--- config.mk ---
export PLATFORM = sky130hd
export DESIGN_NAME = disk_image_sector_finder
export DESIGN_NICKNAME = d
export VERILOG_FILES = /design/src/rtl/dsf_pkg.sv /design/src/rtl/disk_image_sector_finder.sv /design/src/rtl/dsf_front.sv /design/src/rtl/dsf_back.sv
export SDC_FILE = /design/constraint.sdc
export NUM_CORES = 1
export LEC_CHECK = 0
export ABC_AREA = 1
export BUFFER_PORTS_ARGS = -buffer_cell sky130_fd_sc_hd__buf_2
export CAP_MARGIN = 20
export CORE_MARGIN = 4
export CORE_UTILIZATION = 48
export DETAILED_ROUTE_END_ITERATION = 10
export HOLD_SLACK_MARGIN = 0.05
export PLACE_DENSITY = 0.72
export SLEW_MARGIN = 20
export SYNTH_ARGS = -nofsm -noshare
export SYNTH_HDL_FRONTEND = slang
export SYNTH_HIERARCHICAL = 1
export SYNTH_SLANG_ARGS = --single-unit
--- constraint.sdc ---
create_clock -name i_clk -period 7.9 [get_ports i_clk]
set_input_delay 0.79 -clock i_clk [delete_from_list [all_inputs] [get_ports i_clk]]
set_output_delay 0.79 -clock i_clk [all_outputs]
set_load 0.02 [all_outputs]
--- src/rtl/dsf_pkg.sv ---
// ----------------------------------------------------------------------------
// dsf_pkg: shared types and constants of the disk image sector finder
// Defines the queued word format, the parser phases and the ID header layout.
// ----------------------------------------------------------------------------
package dsf_pkg;

    // ID header layout
    localparam logic [3:0] HDR_COUNT_LO = 4'h4;
    localparam logic [3:0] HDR_COUNT_HI = 4'h5;
    localparam logic [3:0] HDR_LEN_LO   = 4'he;
    localparam logic [3:0] HDR_LAST     = 4'hf;

    // Queue between front and back
    localparam int unsigned QDepth = 4;
    localparam int unsigned QPtrW  = $clog2(QDepth);
    localparam int unsigned QCntW  = $clog2(QDepth + 1);

    typedef enum logic [0:0] {
        K_START = 1'b0,
        K_BYTE  = 1'b1
    } t_kind;

    typedef struct packed {
        t_kind       kind;
        logic [31:0] chrn;
        logic [15:0] limit;
        logic [7:0]  data;
    } t_word;

    // Head of the queue as seen by the back end
    typedef struct packed {
        logic  vld;
        t_word word;
    } t_q_head;

    // Queue status, visible to the top level
    typedef struct packed {
        logic [QCntW-1:0] count;
        logic             full;
    } t_q_stat;

    typedef enum logic [3:0] {
        PH_IDLE   = 4'b0001,
        PH_HEADER = 4'b0010,
        PH_SEND   = 4'b0100,
        PH_SKIP   = 4'b1000
    } t_phase;

endpackage

--- src/rtl/disk_image_sector_finder.sv ---
// ----------------------------------------------------------------------------
// disk_image_sector_finder: sector read from one track of a disk image
// Takes a C/H/R/N request, parses the track's ID headers and returns the
// data bytes of the matching sector, or a single status result if it is absent or empty.
// ----------------------------------------------------------------------------
//
//  Channel | Direction | Handshake               | Word
//  --------+-----------+-------------------------+-----------------------------
//  in      | to block  | i_in_valid / o_in_stall | start request or track byte
//  out     | from block| o_out_valid / i_out_stall| data byte or final status
//
//  One word per cycle on the input channel while the queue is not full; the
//  parser in the back end handles one queued word each cycle unless a result is held by i_out_stall.
//  A word passes through the 4-deep queue; its result goes to the result register.
//  Reset empties the queue, drops any pending result and parks the parser
//  in idle; bytes seen while idle are dropped.
//  o_in_stall rises only when the queue is full; the back end holds while a
//  result waits in the output register under i_out_stall.
//
module disk_image_sector_finder import dsf_pkg::*; (
    input  logic        i_clk,
    input  logic        i_rst_n,
    // input channel
    input  logic        i_in_valid,
    output logic        o_in_stall,
    input  logic        i_cmd,
    input  logic [7:0]  i_want_cyl,
    input  logic [7:0]  i_want_head,
    input  logic [7:0]  i_want_rec,
    input  logic [7:0]  i_want_size_code,
    input  logic [15:0] i_buf_limit,
    input  logic [7:0]  i_track_byte,
    // output channel
    output logic        o_out_valid,
    input  logic        i_out_stall,
    output logic        o_is_data,
    output logic [7:0]  o_data_out,
    output logic        o_found,
    output logic        o_done_res,
    output logic [15:0] o_read_length
);

    t_q_head q_head;
    t_q_stat q_stat;
    logic    q_pop;

    // Front: classify each word and queue it
    dsf_front u_front (
        .i_clk            (i_clk),
        .i_rst_n          (i_rst_n),
        .i_valid          (i_in_valid),
        .o_stall          (o_in_stall),
        .i_cmd            (i_cmd),
        .i_want_cyl       (i_want_cyl),
        .i_want_head      (i_want_head),
        .i_want_rec       (i_want_rec),
        .i_want_size_code (i_want_size_code),
        .i_buf_limit      (i_buf_limit),
        .i_track_byte     (i_track_byte),
        .i_pop            (q_pop),
        .o_head           (q_head),
        .o_stat           (q_stat)
    );

    // Back: parse headers, send or skip data, register results
    dsf_back u_back (
        .i_clk         (i_clk),
        .i_rst_n       (i_rst_n),
        .i_head        (q_head),
        .o_pop         (q_pop),
        .o_valid       (o_out_valid),
        .i_stall       (i_out_stall),
        .o_is_data     (o_is_data),
        .o_data_out    (o_data_out),
        .o_found       (o_found),
        .o_done_res    (o_done_res),
        .o_read_length (o_read_length)
    );

    // Queue occupancy stays within its depth
    a_q_bound: assert property (@(posedge i_clk) disable iff (!i_rst_n)
        q_stat.count <= QCntW'(QDepth))
        else $error("queue count beyond depth");

    // Never pop an empty queue
    a_pop_nonempty: assert property (@(posedge i_clk) disable iff (!i_rst_n)
        q_pop |-> q_stat.count != '0)
        else $error("pop from empty queue");

    // Data bytes come only from a found sector
    a_data_found: assert property (@(posedge i_clk) disable iff (!i_rst_n)
        o_out_valid && o_is_data |-> o_found)
        else $error("data byte without match");

    // A status-only result always ends the request
    a_status_final: assert property (@(posedge i_clk) disable iff (!i_rst_n)
        o_out_valid && !o_is_data |-> o_done_res && o_read_length == 16'd0)
        else $error("status result not final");

    // Length is reported only on the final result
    a_len_on_done: assert property (@(posedge i_clk) disable iff (!i_rst_n)
        o_out_valid && !o_done_res |-> o_read_length == 16'd0)
        else $error("length on non-final result");

endmodule

--- src/rtl/dsf_front.sv ---
// ----------------------------------------------------------------------------
// dsf_front: input stage of the sector finder
// Classifies each accepted word as start or track byte and queues it.
// ----------------------------------------------------------------------------
module dsf_front import dsf_pkg::*; (
    input  logic        i_clk,
    input  logic        i_rst_n,
    input  logic        i_valid,
    output logic        o_stall,
    input  logic        i_cmd,
    input  logic [7:0]  i_want_cyl,
    input  logic [7:0]  i_want_head,
    input  logic [7:0]  i_want_rec,
    input  logic [7:0]  i_want_size_code,
    input  logic [15:0] i_buf_limit,
    input  logic [7:0]  i_track_byte,
    input  logic        i_pop,
    output t_q_head     o_head,
    output t_q_stat     o_stat
);

    t_word            r_mem [QDepth];
    logic [QPtrW-1:0] r_wr_ptr;
    logic [QPtrW-1:0] r_rd_ptr;
    logic [QCntW-1:0] r_count;
    logic [QCntW-1:0] n_count;
    logic             full;
    logic             push;
    logic             pop;
    t_word            in_word;

    assign full = (r_count == QCntW'(QDepth));
    assign push = i_valid && !full;
    assign pop  = i_pop && (r_count != '0);

    always_comb begin
        in_word.kind  = i_cmd ? K_BYTE : K_START;
        in_word.chrn  = {i_want_size_code, i_want_rec, i_want_head, i_want_cyl};
        in_word.limit = i_buf_limit;
        in_word.data  = i_track_byte;
    end

    always_comb begin
        n_count = r_count;
        if (push && !pop) begin
            n_count = r_count + 1'b1;
        end else if (pop && !push) begin
            n_count = r_count - 1'b1;
        end
    end

    always_ff @(posedge i_clk) begin
        if (push) begin
            r_mem[r_wr_ptr] <= in_word;
        end
    end

    always_ff @(posedge i_clk) begin
        if (!i_rst_n) begin
            r_wr_ptr <= '0;
            r_rd_ptr <= '0;
            r_count  <= '0;
        end else begin
            if (push) begin
                r_wr_ptr <= r_wr_ptr + 1'b1;
            end
            if (pop) begin
                r_rd_ptr <= r_rd_ptr + 1'b1;
            end
            r_count <= n_count;
        end
    end

    assign o_stall      = full;
    assign o_head.vld   = (r_count != '0);
    assign o_head.word  = r_mem[r_rd_ptr];
    assign o_stat.count = r_count;
    assign o_stat.full  = full;

endmodule

--- src/rtl/dsf_back.sv ---
// ----------------------------------------------------------------------------
// dsf_back: track parser and result register of the sector finder
// Walks ID headers, sends or skips sector data, and registers each result.
// ----------------------------------------------------------------------------
module dsf_back import dsf_pkg::*; (
    input  logic        i_clk,
    input  logic        i_rst_n,
    input  t_q_head     i_head,
    output logic        o_pop,
    output logic        o_valid,
    input  logic        i_stall,
    output logic        o_is_data,
    output logic [7:0]  o_data_out,
    output logic        o_found,
    output logic        o_done_res,
    output logic [15:0] o_read_length
);

    t_phase      r_phase,        n_phase;
    logic [3:0]  r_header_pos,   n_header_pos;
    logic [31:0] r_wanted_chrn,  n_wanted_chrn;
    logic [31:0] r_seen_chrn,    n_seen_chrn;
    logic [15:0] r_byte_limit,   n_byte_limit;
    logic [15:0] r_sector_total, n_sector_total;
    logic [15:0] r_sector_index, n_sector_index;
    logic [15:0] r_data_length,  n_data_length;
    logic [15:0] r_bytes_left,   n_bytes_left;
    logic [15:0] r_bytes_sent,   n_bytes_sent;

    logic        r_out_valid;
    logic        r_is_data;
    logic [7:0]  r_data_out;
    logic        r_found;
    logic        r_done_res;
    logic [15:0] r_read_length;

    logic        take;
    logic        res_vld;
    logic        res_is_data;
    logic [7:0]  res_data;
    logic        res_found;
    logic        res_done;
    logic [15:0] res_len;
    logic [15:0] send_len;
    logic [7:0]  b;

    assign take = i_head.vld && (!r_out_valid || !i_stall);
    assign b    = i_head.word.data;

    always_comb begin
        n_phase        = r_phase;
        n_header_pos   = r_header_pos;
        n_wanted_chrn  = r_wanted_chrn;
        n_seen_chrn    = r_seen_chrn;
        n_byte_limit   = r_byte_limit;
        n_sector_total = r_sector_total;
        n_sector_index = r_sector_index;
        n_data_length  = r_data_length;
        n_bytes_left   = r_bytes_left;
        n_bytes_sent   = r_bytes_sent;
        res_vld        = 1'b0;
        res_is_data    = 1'b0;
        res_data       = '0;
        res_found      = 1'b0;
        res_done       = 1'b0;
        res_len        = '0;
        send_len       = '0;

        if (take) begin
            if (i_head.word.kind == K_START) begin
                n_wanted_chrn  = i_head.word.chrn;
                n_byte_limit   = i_head.word.limit;
                n_sector_index = '0;
                n_bytes_left   = '0;
                n_bytes_sent   = '0;
                n_phase        = PH_HEADER;
                n_header_pos   = '0;
                n_seen_chrn    = '0;
                n_sector_total = '0;
                n_data_length  = '0;
            end else begin
                case (r_phase)
                    PH_HEADER: begin
                        if (r_header_pos < HDR_COUNT_LO) begin
                            n_seen_chrn[{r_header_pos[1:0], 3'b000} +: 8] = b;
                        end else if (r_header_pos == HDR_COUNT_LO) begin
                            n_sector_total[7:0] = b;
                        end else if (r_header_pos == HDR_COUNT_HI) begin
                            n_sector_total[15:8] = b;
                        end else if (r_header_pos == HDR_LEN_LO) begin
                            n_data_length[7:0] = b;
                        end else if (r_header_pos == HDR_LAST) begin
                            n_data_length[15:8] = b;
                        end
                        send_len = (n_data_length < r_byte_limit) ? n_data_length
                                                                  : r_byte_limit;
                        if (r_header_pos != HDR_LAST) begin
                            n_header_pos = r_header_pos + 1'b1;
                        end else begin
                            n_header_pos = '0;
                            if (n_sector_total == '0) begin
                                // empty track: not found
                                n_phase  = PH_IDLE;
                                res_vld  = 1'b1;
                                res_done = 1'b1;
                            end else if (n_seen_chrn == r_wanted_chrn) begin
                                n_bytes_sent = '0;
                                if (send_len == '0) begin
                                    n_phase   = PH_IDLE;
                                    res_vld   = 1'b1;
                                    res_found = 1'b1;
                                    res_done  = 1'b1;
                                end else begin
                                    n_bytes_left = send_len;
                                    n_phase      = PH_SEND;
                                end
                            end else if (r_sector_index == n_sector_total - 1'b1) begin
                                // last sector did not match
                                n_phase  = PH_IDLE;
                                res_vld  = 1'b1;
                                res_done = 1'b1;
                            end else begin
                                n_sector_index = r_sector_index + 1'b1;
                                if (n_data_length == '0) begin
                                    n_phase        = PH_HEADER;
                                    n_seen_chrn    = '0;
                                    n_sector_total = '0;
                                    n_data_length  = '0;
                                end else begin
                                    n_bytes_left = n_data_length;
                                    n_phase      = PH_SKIP;
                                end
                            end
                        end
                    end
                    PH_SEND: begin
                        n_bytes_sent = r_bytes_sent + 1'b1;
                        n_bytes_left = r_bytes_left - 1'b1;
                        res_vld      = 1'b1;
                        res_is_data  = 1'b1;
                        res_data     = b;
                        res_found    = 1'b1;
                        if (n_bytes_left == '0) begin
                            n_phase  = PH_IDLE;
                            res_done = 1'b1;
                            res_len  = n_bytes_sent;
                        end
                    end
                    PH_SKIP: begin
                        n_bytes_left = r_bytes_left - 1'b1;
                        if (n_bytes_left == '0) begin
                            n_phase        = PH_HEADER;
                            n_header_pos   = '0;
                            n_seen_chrn    = '0;
                            n_sector_total = '0;
                            n_data_length  = '0;
                        end
                    end
                    default: begin
                        // idle: drop the byte
                    end
                endcase
            end
        end
    end

    always_ff @(posedge i_clk) begin
        if (!i_rst_n) begin
            r_phase        <= PH_IDLE;
            r_header_pos   <= '0;
            r_wanted_chrn  <= '0;
            r_seen_chrn    <= '0;
            r_byte_limit   <= '0;
            r_sector_total <= '0;
            r_sector_index <= '0;
            r_data_length  <= '0;
            r_bytes_left   <= '0;
            r_bytes_sent   <= '0;
            r_out_valid    <= 1'b0;
        end else begin
            r_phase        <= n_phase;
            r_header_pos   <= n_header_pos;
            r_wanted_chrn  <= n_wanted_chrn;
            r_seen_chrn    <= n_seen_chrn;
            r_byte_limit   <= n_byte_limit;
            r_sector_total <= n_sector_total;
            r_sector_index <= n_sector_index;
            r_data_length  <= n_data_length;
            r_bytes_left   <= n_bytes_left;
            r_bytes_sent   <= n_bytes_sent;
            if (!r_out_valid || !i_stall) begin
                r_out_valid <= take && res_vld;
            end
        end
    end

    always_ff @(posedge i_clk) begin
        if (take && res_vld) begin
            r_is_data     <= res_is_data;
            r_data_out    <= res_data;
            r_found       <= res_found;
            r_done_res    <= res_done;
            r_read_length <= res_len;
        end
    end

    assign o_pop         = take;
    assign o_valid       = r_out_valid;
    assign o_is_data     = r_is_data;
    assign o_data_out    = r_data_out;
    assign o_found       = r_found;
    assign o_done_res    = r_done_res;
    assign o_read_length = r_read_length;

endmodule
==> impl_metrics.yaml <==
finish:
  multiInputGateArea_sq_um: 8180
  final_layout_size_suffix_gt1_frac: 0.0941
  areaGrowthSynthToFinish_pct: 11.1
  diodes: 0
  nNetsFinal: 2541
  fillCellCount: 3792
  final_cells: 3064
  seqCellArea_sq_um: 11200
power:
  power_density_nw_per_um2: 353
  p_total_uw: 8130
  p_leak_uw: 0.00899
  ir_worst_vdd_mv: 0.216
critical_path:
  cp_data_required_time_ps: 8090
  crit_buf_inv: 3
  path_cells: "inv_2 > o21ai_0 > o22ai_1 > o21ai_0 > inv_1 > ha_1 > nand2_1 > inv_1 > nand2_1 > nand2_1 > nand2_1 > nand2_1 > nand2_2 > nand2_2 > nand2_1 > o21ai_0 > nor2_1 > nand2_1 > nor2_1 > nand3_1 > nand2_2 > nand3_1 > nand2_2"
  slowest_stage: "o22ai_1"
  crit_top_cell: "nand2_1"
  critPathKind: "reg2reg"
  critPathMaxFanout: 57
  worstPathArrival_ps: 6060
  cp_slowest_stage_delay_ps: 890
  end_kind: "register"
  crit_family: "simple AND/OR/NAND/NOR gates"
  critPathLaunchType: "register"
die:
  die_h_um: 216
  rows: 75
  start_util: 0.490
  io_pins: 90
  die_area_sq_um: 46600
  chipWidth_um: 216
  core_area_sq_um: 42300
global_routing:
  grt_max_degree: 97
  grtUsageTotal: 0.221
  grt_pass1_wl_um: 84700
  grt-ovfl-total: 0
  antenna_found_initial: 2
  grt_pass1_vias: 16200
yosys:
  yosys_warnings: 6
  netlist_instances: 2416
  synth_nets: 2508
  synth_area_sq_um: 20700
  synth_area_per_cell_sq_um: 8.58
min_path:
  hold_path_class: "in2reg"
clock_network:
  htree_levels: 2
  cts_setup_buffers: 0
  clk_latency_ps: 580
  postCtsHoldBufs: 0
  clock-root-buffer: "clkbuf_16"
  clock_path_buffers: 3
  cts_tree: "yes"
  clock_sinks: 433
  cts_resized: 0
  path_clk_slew_ps: 60
  cts-buffers-inserted: 46
placed_design:
  dp_cells: 2978
  port_buffers: 89
  gp_congestion: 0.917
  dp_hpwl_um: 34000
detailed_routing:
  firstDrtPassIters: 6
  num_vias: 16800
  drt_iter0_markers: 1522
  postRouteAntennaNets: 0
  drc: 0
  wl_um: 52500
  post_drt_wl_per_cell_um: 17.1
  viasPerCell: 5.50
timing:
  drv_slew: 0
  setup_tns_ps: 0
  max_freq_ghz: 0.171
  slew_headroom: 0.258
  fin_crit_sh: 0.742
  hold_viol_final: 0
  tightest_slew_ps: 1110
  finalCriticalPeriod_ps: 5860
  rsz0062_at_grt: "no"
  skew_ps: 29.7
  finalSetupViolations: 0
outcome:
  outcome: "finished clean"
job:
  max_cap_viol_count: 0
## layout by cell type, fill, tap and decap left out, types with 24 or more instances in the layout
cell and n:
nand3_1 189, buf_2 88, xor2_1 53, o22ai_1 57
nand4_1 24, nand2_1 391, ha_1 30, o21ai_0 272
inv_1 185, clkbuf_16 47, nor3_1 25, a21oi_1 157
nor2_1 356, edfxtp_1 255, dfxtp_1 177
## sequential cells by signal, summed over array words and instances (netlist names), named ones only
name	count
u_back/r_bytes_sent	16
u_back/o_data_out	8
u_back/o_done_res	1
u_back/o_valid	1
u_back/o_found	1
u_back/o_is_data	1
u_back/r_header_pos	4
u_back/o_read_length	16
u_back/r_seen_chrn	32
u_back/r_byte_limit	16
u_back/r_sector_index	16
u_front/r_wr_ptr	2
u_back/r_phase	4
u_back/r_sector_total	16
u_front/r_count	3
u_front/r_rd_ptr	2
u_back/r_bytes_left	16
u_front/r_mem	228
u_back/r_wanted_chrn	32
u_back/r_data_length	16
## final cells by class
| class | instances | area share |
|---|---|---|
| timing repair buffer | 108 | 0.0256 |
| sequential | 433 | 0.487 |
| clock inverter | 31 | 0.0147 |
| multi-input combinational | 1661 | 0.355 |
| clock buffer | 55 | 0.0537 |
| inverter | 199 | 0.0324 |
| tap | 577 | 0.0313 |
## worst register-to-register path: stages, from the launching register on
cell,delay [ps]
dfxtp_1,320
inv_2,750
o21ai_0,230
o22ai_1,890
o21ai_0,420
inv_1,220
ha_1,270
nand2_1,70
inv_1,30
nand2_1,50
nand2_1,50
nand2_1,50
nand2_1,50
nand2_2,240
nand2_2,290
nand2_1,130
o21ai_0,130
nor2_1,130
nand2_1,100
nor2_1,130
nand3_1,140
nand2_2,130
nand3_1,150
nand2_2,500
## where the power goes
group | total, uW | leakage (uW) | switching, uW | internal, uW
logic | 2890 | 0.00448 | 2070 | 820
clock network | 2220 | 0.000766 | 900 | 1320
registers | 3020 | 0.00374 | 239 | 2780
## per-layer routing
layer | track usage | vias up | wire length, um
met5 | 0 | - | 17
li1 | - | 8248 | -
met3 | 0.0301 | 98 | 3470
met2 | 0.369 | 595 | 24600
met4 | 0.0648 | 2 | 1310
met1 | 0.301 | 7902 | 23100
## path summary, 6_finish.rpt
kind	cells past startpoint	slack [ps]	from	endpoint
worst min register to register	2	460	u_back/r_sector_total[4]	u_back/r_sector_total[4]
worst max-delay path	23	2040	register	u_back/o_read_length[15]
worst min-delay path	1	420	i_want_cyl[2]	u_front/r_mem[3][26]
worst max register to register	23	2040	register	u_back/o_read_length[15]
## per-stage QoR
stage | util | hold WS [ps] | cell area, sq um | worst slack [ps]
6_report | 0.544 | 417 | 23000 | 2040
5_1_grt | 0.544 | 402 | 23000 | 1450
4_1_cts | 0.544 | 383 | 23000 | 1800
3_5_place_dp | 0.507 | 457 | 21500 | 1860
3_3_place_gp | 0.507 | 452 | 21500 | 2130
2_1_floorplan | - | 443 | 20700 | 3560
Power figures use the tool's default switching activity.
